[src/rtl/ppmc_ram.sv]
// generic single-write, single-read ram with registered read data
module ppmc_ram #(
    parameter int WIDTH = 1,
    parameter int DEPTH = 16
) (
    input  logic                     clk,
    input  logic                     we,
    input  logic [$clog2(DEPTH)-1:0] waddr,
    input  logic [WIDTH-1:0]         wdata,
    input  logic [$clog2(DEPTH)-1:0] raddr,
    output logic [WIDTH-1:0]         rdata
);

    logic [WIDTH-1:0] mem [DEPTH];
    logic [WIDTH-1:0] rdata_reg;

    always_ff @(posedge clk)
    begin
        if (we)
        begin
            mem[waddr] <= wdata;
        end
        rdata_reg <= mem[raddr];
    end

    assign rdata = rdata_reg;

endmodule

[config.mk]
export PLATFORM = sky130hd
export DESIGN_NAME = ppmc_ram
export DESIGN_NICKNAME = d
export VERILOG_FILES = /design/src/rtl/ppmc_ram.sv
export SDC_FILE = /design/constraint.sdc
export NUM_CORES = 1
export LEC_CHECK = 0
export BUFFER_PORTS_ARGS = -buffer_cell sky130_fd_sc_hd__buf_2
export CAP_MARGIN = 0
export CORE_MARGIN = 2
export CORE_UTILIZATION = 40
export CTS_CLUSTER_DIAMETER = 50
export CTS_CLUSTER_SIZE = 28
export DETAILED_ROUTE_END_ITERATION = 10
export PLACE_DENSITY = 0.71
export SLEW_MARGIN = 30
export SYNTH_ARGS = -nofsm -noshare
export SYNTH_HDL_FRONTEND = slang
export SYNTH_SLANG_ARGS = --single-unit
[constraint.sdc]
create_clock -name clk -period 1.1 [get_ports clk]
set_input_delay 0.11 -clock clk [delete_from_list [all_inputs] [get_ports clk]]
set_output_delay 0.11 -clock clk [all_outputs]
set_load 0.02 [all_outputs]
Yosys cells after proc, flatten, opt, wreduce, memory -nomap -nowiden
Memory sizes are Yosys's and may differ from the RTL's. A register that Yosys moved wholly into a read port is not among the register bits.
Index checks and enable logic that the tools add are counted.
{ "word_totals": {"ff_bits": 0, "ramBits": 16, "out_inout_bits": 1, "elab_cells": 3, "mem_count": 1} }
{ "memory_table": {"columns": ["name", "words", "width", "rd", "rd_clocked_by_memory_dff", "write_ports", "line_no", "source"], "rows": [
  ["mem", 16, 1, 1, 1, 1, "14", "logic [WIDTH-1:0] mem [DEPTH];"]
]} }
{ "classes": {"muxes": 2} }
{ "ops": {"columns": ["operator", "n"], "rows": [
  ["1-bit two-way mux", 2]
]} }

Logic depth before layout (Yosys ltp)
Gate-level depths: netlist of the first run.
{ "logic_depth": {"word_depth": 2, "mapped_depth": 3, "depth_no_buf": 3} }

Worst setup path after synthesis of the first run
OpenSTA, ideal clock, no wires.
{ "synth_timing": {"path_type": "register to register", "from": "memory mem[13]", "to": "register rdata_reg, in the netlist rdata, read port of mem", "setup_ns": 0.122, "arrival_time_ns": 1.013, "required_ns": 0.978, "slack_ns": -0.035, "stages_incl_launch_ff": 4, "path_buffers": 0, "synth_period_minus_slack_ns": 1.135, "path_cell_list": "edfxtp_1 mux4_1 mux2i_1 mux2i_1"} }
{ "synth_rtl": {"columns": ["item", "line_no", "source"], "rows": [
  ["from (decl)", "14", null],
  ["to (decl)", "15", "logic [WIDTH-1:0] rdata_reg;"]
]} }

==> results of run 1 <==
[metal layers]
layer / vias to the layer above / wire length, um / GRT usage [%]
met1: 224 / 549 / 15.7
met3: 5 / 60 / 3.46
met5: - / 0 / 0
li1: 216 / - / -
met4: 0 / 33 / 8.33
met2: 16 / 573 / 21.9
[placed cells by master (no fill, tap or decap), drive strengths merged]
cell type / count
nand3b: 2
mux4: 4
nor3: 4
clkbuf: 4
nor2: 12
buf: 13
edfxtp: 16
nand2: 1
or3b: 1
nand3: 1
nand2b: 2
dfxtp: 1
dlygate4sd3: 1
mux2i: 3
[metrics by stage]
step	TNS, ps	hold WS (ps)	utilization (%)	cells	instance area (um^2)
after floorplan	-3.98	209	-	47	731
after global placement	-289	312	47.7	85	832
after detailed placement	-471	316	47.7	85	832
after CTS	-137	158	49.7	90	868
after global routing	-196	186	49.7	90	868
final	-107	150	49.7	90	868
[final timing paths]
path                  from  endpoint  slack, ps  cells past startpoint
setup / recovery   mem[11]     rdata       -110                      3
hold / removal    raddr[3]     rdata        150                      3
setup reg to reg   mem[11]     rdata       -110                      3
hold reg to reg    mem[12]     rdata        760                      3
[synth_stat cells]
cell type | instances | area, um^2
nand2b_1 | 2 | 12.5
mux2i_1 | 3 | 30.0
nand2_1 | 1 | 3.75
nor3_1 | 4 | 20.0
dfxtp_1 | 1 | 20.0
mux4_1 | 4 | 105
nand3_1 | 1 | 5.00
nand3b_1 | 2 | 15.0
edfxtp_1 | 16 | 480
or3b_2 | 1 | 8.76
nor2_1 | 12 | 45.0
[repair_timing]
item,in CTS,in global routing
setup endpoints to repair,1,1
pin swaps,0,0
endpoints found under the hold margin,1,0
hold buffers,1,0
gates cloned,0,0
[cell families after synthesis]
family	synth area share (%)
flip-flops	67.1
multiplexers	18.1
AND/OR/NAND/NOR	14.8
[worst register-to-register path, stage by stage, from the launching register on]
cell and delay [ps]:
edfxtp_1 390, mux4_2 480, mux2i_1 150, mux2i_1 80
[power groups by stage]
stage	Clock, uW	Combinational (uW)	Sequential, uW
6_report	335	113	726
2_1_floorplan	0	46.5	747
3_5_place_dp	0	111	741
5_1_grt	366	124	728
3_3_place_gp	0	109	741
4_1_cts	343	114	727
[final cells by class]
| type | count | area share (%) |
|---|---|---|
| clock buffers | 4 | 3.03 |
| repair buffers | 14 | 9.22 |
| well taps | 25 | 3.60 |
| multi-input cells | 30 | 26.5 |
| flip-flops and latches | 17 | 57.6 |
==> results.cfg, run 1 <==
[outcome]
status = complete, but fails checks
violations = negative setup slack

[finish]
nets = 77
areaGrowthSynthToFinish_pct = 16.4
drive_gt1_share_pct = 32.3
ff_latch_area_um2 = 500
antenna_cells = 0
multi_input_area_um2 = 230
fillerInstances = 160
largest_reg_flops = 16

[power_and_ir_drop]
clockPowerShare_pct = 28.5
total_power_uw = 1170
p_leak_uw = 0.000300
p_comb_share_pct = 9.6
powerDensity_nw_per_um2 = 1350
internal_power_uw = 917
irDropWorstVdd_v = 0.000590
p_seq_share_pct = 61.9
swShare_pct = 21.9
p_sw_uw = 257

[logic_synthesis]
syn_nets = 58
netlist_area_um2 = 746
ys_warn_count = 0
synth_cell_type_count = 11
ys_ff_latch = 17
ys_seq_area_share_pct = 67.1
synthCells = 47
avgSynthCellArea_um2 = 15.9

[grt]
grt_usage_pct = 13.4
grt_pass1_vias = 445
globalRouteOverflowTotal = 0
antenna_found_initial = 0
grt_max_degree = 17
grt_first_pass_wirelength_um = 1900

[clocking]
htree_levels = 1
clockBufferDepth = 2
clock_latency_ps = 290
cts_root_buffer = clkbuf_4
cts_setup_buffers = 0
cts_tree = yes
cts_resized = 0
cts_inserted_buffers = 3
clk_pin_slew_ps = 90
clock_sinks = 17

[worst_setup_path]
cp_max_fo = 1
critPathKind = reg2reg
cp_slowest_stage_delay_ps = 480
cp_common_cell = mux2i_1
path_buf_inv = 0
path_cells = mux4_2, mux2i_1, mux2i_1
cpLargestDelayFamily = multiplexers
worstSetupEndpointType = flop
cp.required_ps = 1290
cp-start-kind = flop
cpMaxStageDelayCell = mux4_2
worst_ep_arrival_time_ps = 1390

[route]
viasPerCell = 5.12
drtAntennaViolNets = 0
dr.first_iter.drc_count = 10
num_vias = 461
drc = 0
wl_per_cell_um = 13.5
first_pass_iters = 4
routed_wl_um = 1220

[sta]
clock.fmax_mhz = 828
rsz0062_at_grt = yes
setup_slack_ps = -107
post-route-period-util_pct = 110
hold_viol = 0
slew_headroom_pct = 81.7
setup_viol = 1
slew_viol_final = 0
skew_ps = 2.33
worstMarginPinSlew_ps = 272
finalWorstPathRequiredPeriod_ps = 1210

[floorplanning]
start_util_pct = 42.7
die_h_um = 47.2
die_w_um = 47.2
io-pin-count = 12
core_um2 = 1750
rows = 15
die_area_um2 = 2230

[run]
drv_cap = 0

[place]
preCtsSetupSlack_ps = -118
dp_hpwl_um = 897
io_buffers = 11
place.gp.congestion = 0.726

[hold_path]
hp-class = in2reg
Power figures use the tool's default switching activity.
==> run 2, diff against run 1 <==
Settings changed: PLACE_DENSITY 0.71 to 0.69.
Clock period 1.1 ns to 1.5 ns, I/O delays scaled along.
==> run 2 against run 1 <==
Compared with the run above: the flow now finishes without violations; register-to-register slack improved by 400 ps; worst hold slack got worse by 100 ps; first-iteration DRC count fell by 70%; via count fell by 4.3%; clock-buffer cell count did not move; worst setup slack improved by 400 ps; critical path depth did not move; largest cell class unchanged.
==> results.cfg, run 2 (synthesis results as in run 1) <==
[power_and_ir_drop]
powerDensity_nw_per_um2 = 983
irDropWorstVdd_v = 0.000562
p_leak_uw = 0.000303

[sta]
hold_viol = 0
finalWorstPathRequiredPeriod_ps = 1210
slew_headroom_pct = 84.8
skew_ps = 8.51
rsz0062_at_grt = no
post-route-period-util_pct = 80.6
slew_viol_final = 0
worstMarginPinSlew_ps = 229
setup_viol = 0
clock.fmax_mhz = 827
setup_tns_ps = 0

[hold_path]
min_delay_path_depth = 2
hold_end = rdata
worstHoldStart = raddr[2]
hp-class = in2reg

[outcome]
status = complete, no violations

[floorplanning]
die_area_um2 = 2230
rows = 15
io-pin-count = 12
core_um2 = 1750
die_h_um = 47.2
die_w_um = 47.2
start_util_pct = 42.7

[clocking]
cts_resized = 0
clock_sinks = 17
cts_root_buffer = clkbuf_4
cts_tree = yes
clk_pin_slew_ps = 100
clockBufferDepth = 2
hold_buffers = 0
cts_inserted_buffers = 3
htree_levels = 1
clock_latency_ps = 290
cts_setup_buffers = 0

[grt]
antenna_found_initial = 0
grt_first_pass_wirelength_um = 1750
grt_pass1_vias = 400
grt_usage_pct = 11.9
grt_max_degree = 17
globalRouteOverflowTotal = 0

[finish]
most-common-layout-cells = 16 x edfxtp_1, 12 x nor2_1, 11 x buf_2, 4 x nor3_1, 4 x mux4_1
ff_latch_area_um2 = 500
final_core_util_pct = 49.2
fillerInstances = 160
layout_commonest_cell = edfxtp_1
nets = 74
drive_gt1_share_pct = 24.2
largest_reg_flops = 16
antenna_cells = 0
multi_input_area_um2 = 245
areaGrowthSynthToFinish_pct = 15.1

[worst_setup_path]
cpMaxStageDelayCell = mux4_1
r2r_cells = 3
worstSetupEndpointType = flop
startpoint = mem[12]
path_cells = mux4_1, mux2i_1, mux2i_1
cp_max_fo = 1
cp_common_cell = mux2i_1
cp_slowest_stage_delay_ps = 500
worst_ep_arrival_time_ps = 1400
r2r_slack_ps = 290
r2r-end = rdata
critPathKind = reg2reg
cp.required_ps = 1690
cp-start-kind = flop
reg2reg_from = mem[12]

[route]
routed_wl_um = 1100
wl_per_cell_um = 12.6
viasPerCell = 5.07
first_pass_iters = 3
num_vias = 441
dr.first_iter.drc_count = 3
drc = 0
drtAntennaViolNets = 0

[place]
io_buffers = 11
dp_hpwl_um = 843
place.gp.congestion = 0.752

[run]
drv_cap = 0
run 2: cell count changes in the layout (fill, tap and decap cells not counted), sizes merged:
| cell | before | now |
|---|---|---|
| buf | 13 | 11 |
| dlygate4sd3 | 1 | 0 |
run 2: how the worst max path moves through the flow:
stage | slack (ps) | depth (start not counted) | end
after floorplan | 370 | 3 | rdata
after global placement | 270 | 3 | mem[0]
after detailed placement | 230 | 3 | mem[0]
after CTS | 280 | 3 | rdata
after global routing | 210 | 3 | rdata
final | 290 | 3 | rdata
run 2: cell type report:
cell class                 count  share of cell area [%]
sequential                    17                    58.3
timing repair buffer          11                    6.41
tap                           25                    3.64
multi-input combinational     30                    28.6
clock buffer                   4                    3.06
run 2: power by group:
part | leakage [uW] | switching, uW | internal (uW) | total [uW]
sequential | 0.000153 | 2.24 | 530 | 532
clock | 0.0000150 | 136 | 103 | 239
combinational | 0.000135 | 39.9 | 32.8 | 72.7
total | 0.000303 | 178 | 666 | 844
run 2: through the flow:
stage               power, uW  worst slack (ps)  hold slack [ps]  instance area (um^2)  std cells
finish                    844               290             47.3                   858         87
global route              872               211             72.2                   858         87
CTS                       841               279             50.4                   858         87
detailed placement        617               227              358                   832         83
global placement          615               273              351                   832         83
floorplan                 580               365              249                   746         47
run 2: worst max-delay path: cells and delay by family (launching register included):
kind,cells,cell delay [ps]
DFF,1,380
muxes,3,720
run 2: layer usage:
layer | up-vias | part of all wire (%) | global-route usage (%)
met1 | 205 | 44 | 13.9
met5 | - | 0 | 0
met4 | 0 | 2.7 | 8.33
met3 | 5 | 4.7 | 2.31
met2 | 15 | 48 | 19.5
li1 | 216 | - | -
==> run 3, diff against run 2 <==
Clock period 1.5 ns to 1.15 ns, I/O delays scaled along.
==> run 3 against run 2 <==
Compared with the run above: the flow now finishes with violations (negative setup slack); flip-flop and latch count did not move; non-clock buffer count rose by 1; worst hold slack worse by 39 ps; core utilization fell by 0.36 points; global-route usage increased by 1.7 points; clock skew is 4.2 ps higher; first-iteration DRC count grew to 3.0 times the previous value; largest power group unchanged; highest routed layer unchanged.
==> results.cfg, run 3 (synthesis results as in run 1) <==
[floorplanning]
core_um2 = 1750
io-pin-count = 12
rows = 15
die_h_um = 47.2
die_area_um2 = 2230
die_w_um = 47.2
start_util_pct = 42.7

[outcome]
status = complete, but fails checks
violations = negative setup slack

[route]
first_pass_iters = 4
wl_per_cell_um = 12.7
drc = 0
drtAntennaViolNets = 0
dr.first_iter.drc_count = 9
viasPerCell = 4.92
num_vias = 433
routed_wl_um = 1120

[finish]
nets = 75
largest_reg_flops = 16
antenna_cells = 0
most-common-layout-cells = 16 x edfxtp_1, 12 x nor2_1, 11 x buf_2, 4 x nor3_1, 4 x mux4_2
drive_gt1_share_pct = 33.3
fillerInstances = 161
areaGrowthSynthToFinish_pct = 14.3
layout_commonest_cell = edfxtp_1

[grt]
grt_max_degree = 17
grt_usage_pct = 13.5
globalRouteOverflowTotal = 0
grt_first_pass_wirelength_um = 1970
grt_pass1_vias = 449
antenna_found_initial = 0

[clocking]
cts_inserted_buffers = 3
hold_buffers = 0
clock_latency_ps = 290
clockBufferDepth = 2
cts_setup_buffers = 0
clock_sinks = 17
clk_pin_slew_ps = 100
htree_levels = 1
cts_tree = yes
cts_root_buffer = clkbuf_4

[hold_path]
min_delay_path_depth = 2
hp-class = in2reg
worstHoldStart = raddr[2]
hold_end = rdata

[worst_setup_path]
reg2reg_from = mem[0]
worstSetupEndpointType = flop
cp.required_ps = 1340
r2r_slack_ps = -20
r2r_cells = 3
r2r-end = rdata
critPathKind = reg2reg
worst_ep_arrival_time_ps = 1360
cp_max_fo = 1
cp-start-kind = flop

[power_and_ir_drop]
swShare_pct = 21.3
p_comb_share_pct = 9.1
internal_power_uw = 867
p_leak_uw = 0.000294
p_sw_uw = 235
p_seq_share_pct = 63.1
irDropWorstVdd_v = 0.000819
clockPowerShare_pct = 27.8
powerDensity_nw_per_um2 = 1290

[sta]
setup_slack_ps = -23.1
slew_viol_final = 0
setup_tns_ps = -23.1
hold_slack_ps = 8.30
clock.fmax_mhz = 852
finalWorstPathRequiredPeriod_ps = 1170
slew_headroom_pct = 85.3
hold_viol = 0
worstMarginPinSlew_ps = 221
post-route-period-util_pct = 102
skew_ps = 12.7
setup_viol = 1
rsz0062_at_grt = yes

[place]
io_buffers = 11
place.gp.congestion = 0.739

[run]
drv_cap = 0
run 3: final cells by class:
class	count	area, um^2	area share (%)
multi-input combinational	30	230	27.0
clock inverter	1	5.00	0.587
timing repair buffer	12	62.6	7.34
clock buffer	3	22.5	2.64
tap	25	31.3	3.67
sequential	17	500	58.7
run 3: power by group through the flow:
stage               registers (uW)  logic, uW  clock network [uW]
global route                   697        114                 355
floorplan                      714       42.7                   0
finish                         695        100                 307
global placement               708       96.7                   0
CTS                            695        102                 320
detailed placement             709       99.0                   0
run 3: critical path, cell delays in order, from the launching register on:
cell      delay (ps)
edfxtp_1         400
mux4_2           460
mux2i_1          130
mux2i_1           80
run 3: repair_timing:
action	4_1_cts	5_1_grt
endpoints found under the setup margin	1	1
gates resized for setup	4	0
hold endpoints to repair	0	0
run 3: through the flow:
step	setup WS, ps	area (um^2)	power, uW	utilization, %	cells
2_1_floorplan	15.4	746	757	-	47
3_3_place_gp	-42.5	840	805	48.1	84
3_5_place_dp	-101	840	808	48.1	84
4_1_cts	-44.4	852	1120	48.8	88
5_1_grt	-128	852	1170	48.8	88
6_report	-23.1	852	1100	48.8	88
run 3: worst max-delay path by stage:
stage,startpoint,slack [ps],endpoint
3_3_place_gp,waddr[2],-40,mem[0]
2_1_floorplan,mem[13],20,rdata
3_5_place_dp,waddr[2],-100,mem[0]
4_1_cts,mem[12],-40,rdata
6_report,mem[0],-20,rdata
5_1_grt,mem[0],-130,rdata
run 3: metal layers:
| layer | track usage [%] | part of all wire (%) | up-vias |
|---|---|---|---|
| met5 | 0 | 0 | - |
| met4 | 8.33 | 1.1 | 0 |
| met3 | 2.31 | 7.0 | 2 |
| met2 | 21.4 | 48 | 14 |
| met1 | 17.4 | 44 | 202 |
| li1 | - | - | 215 |
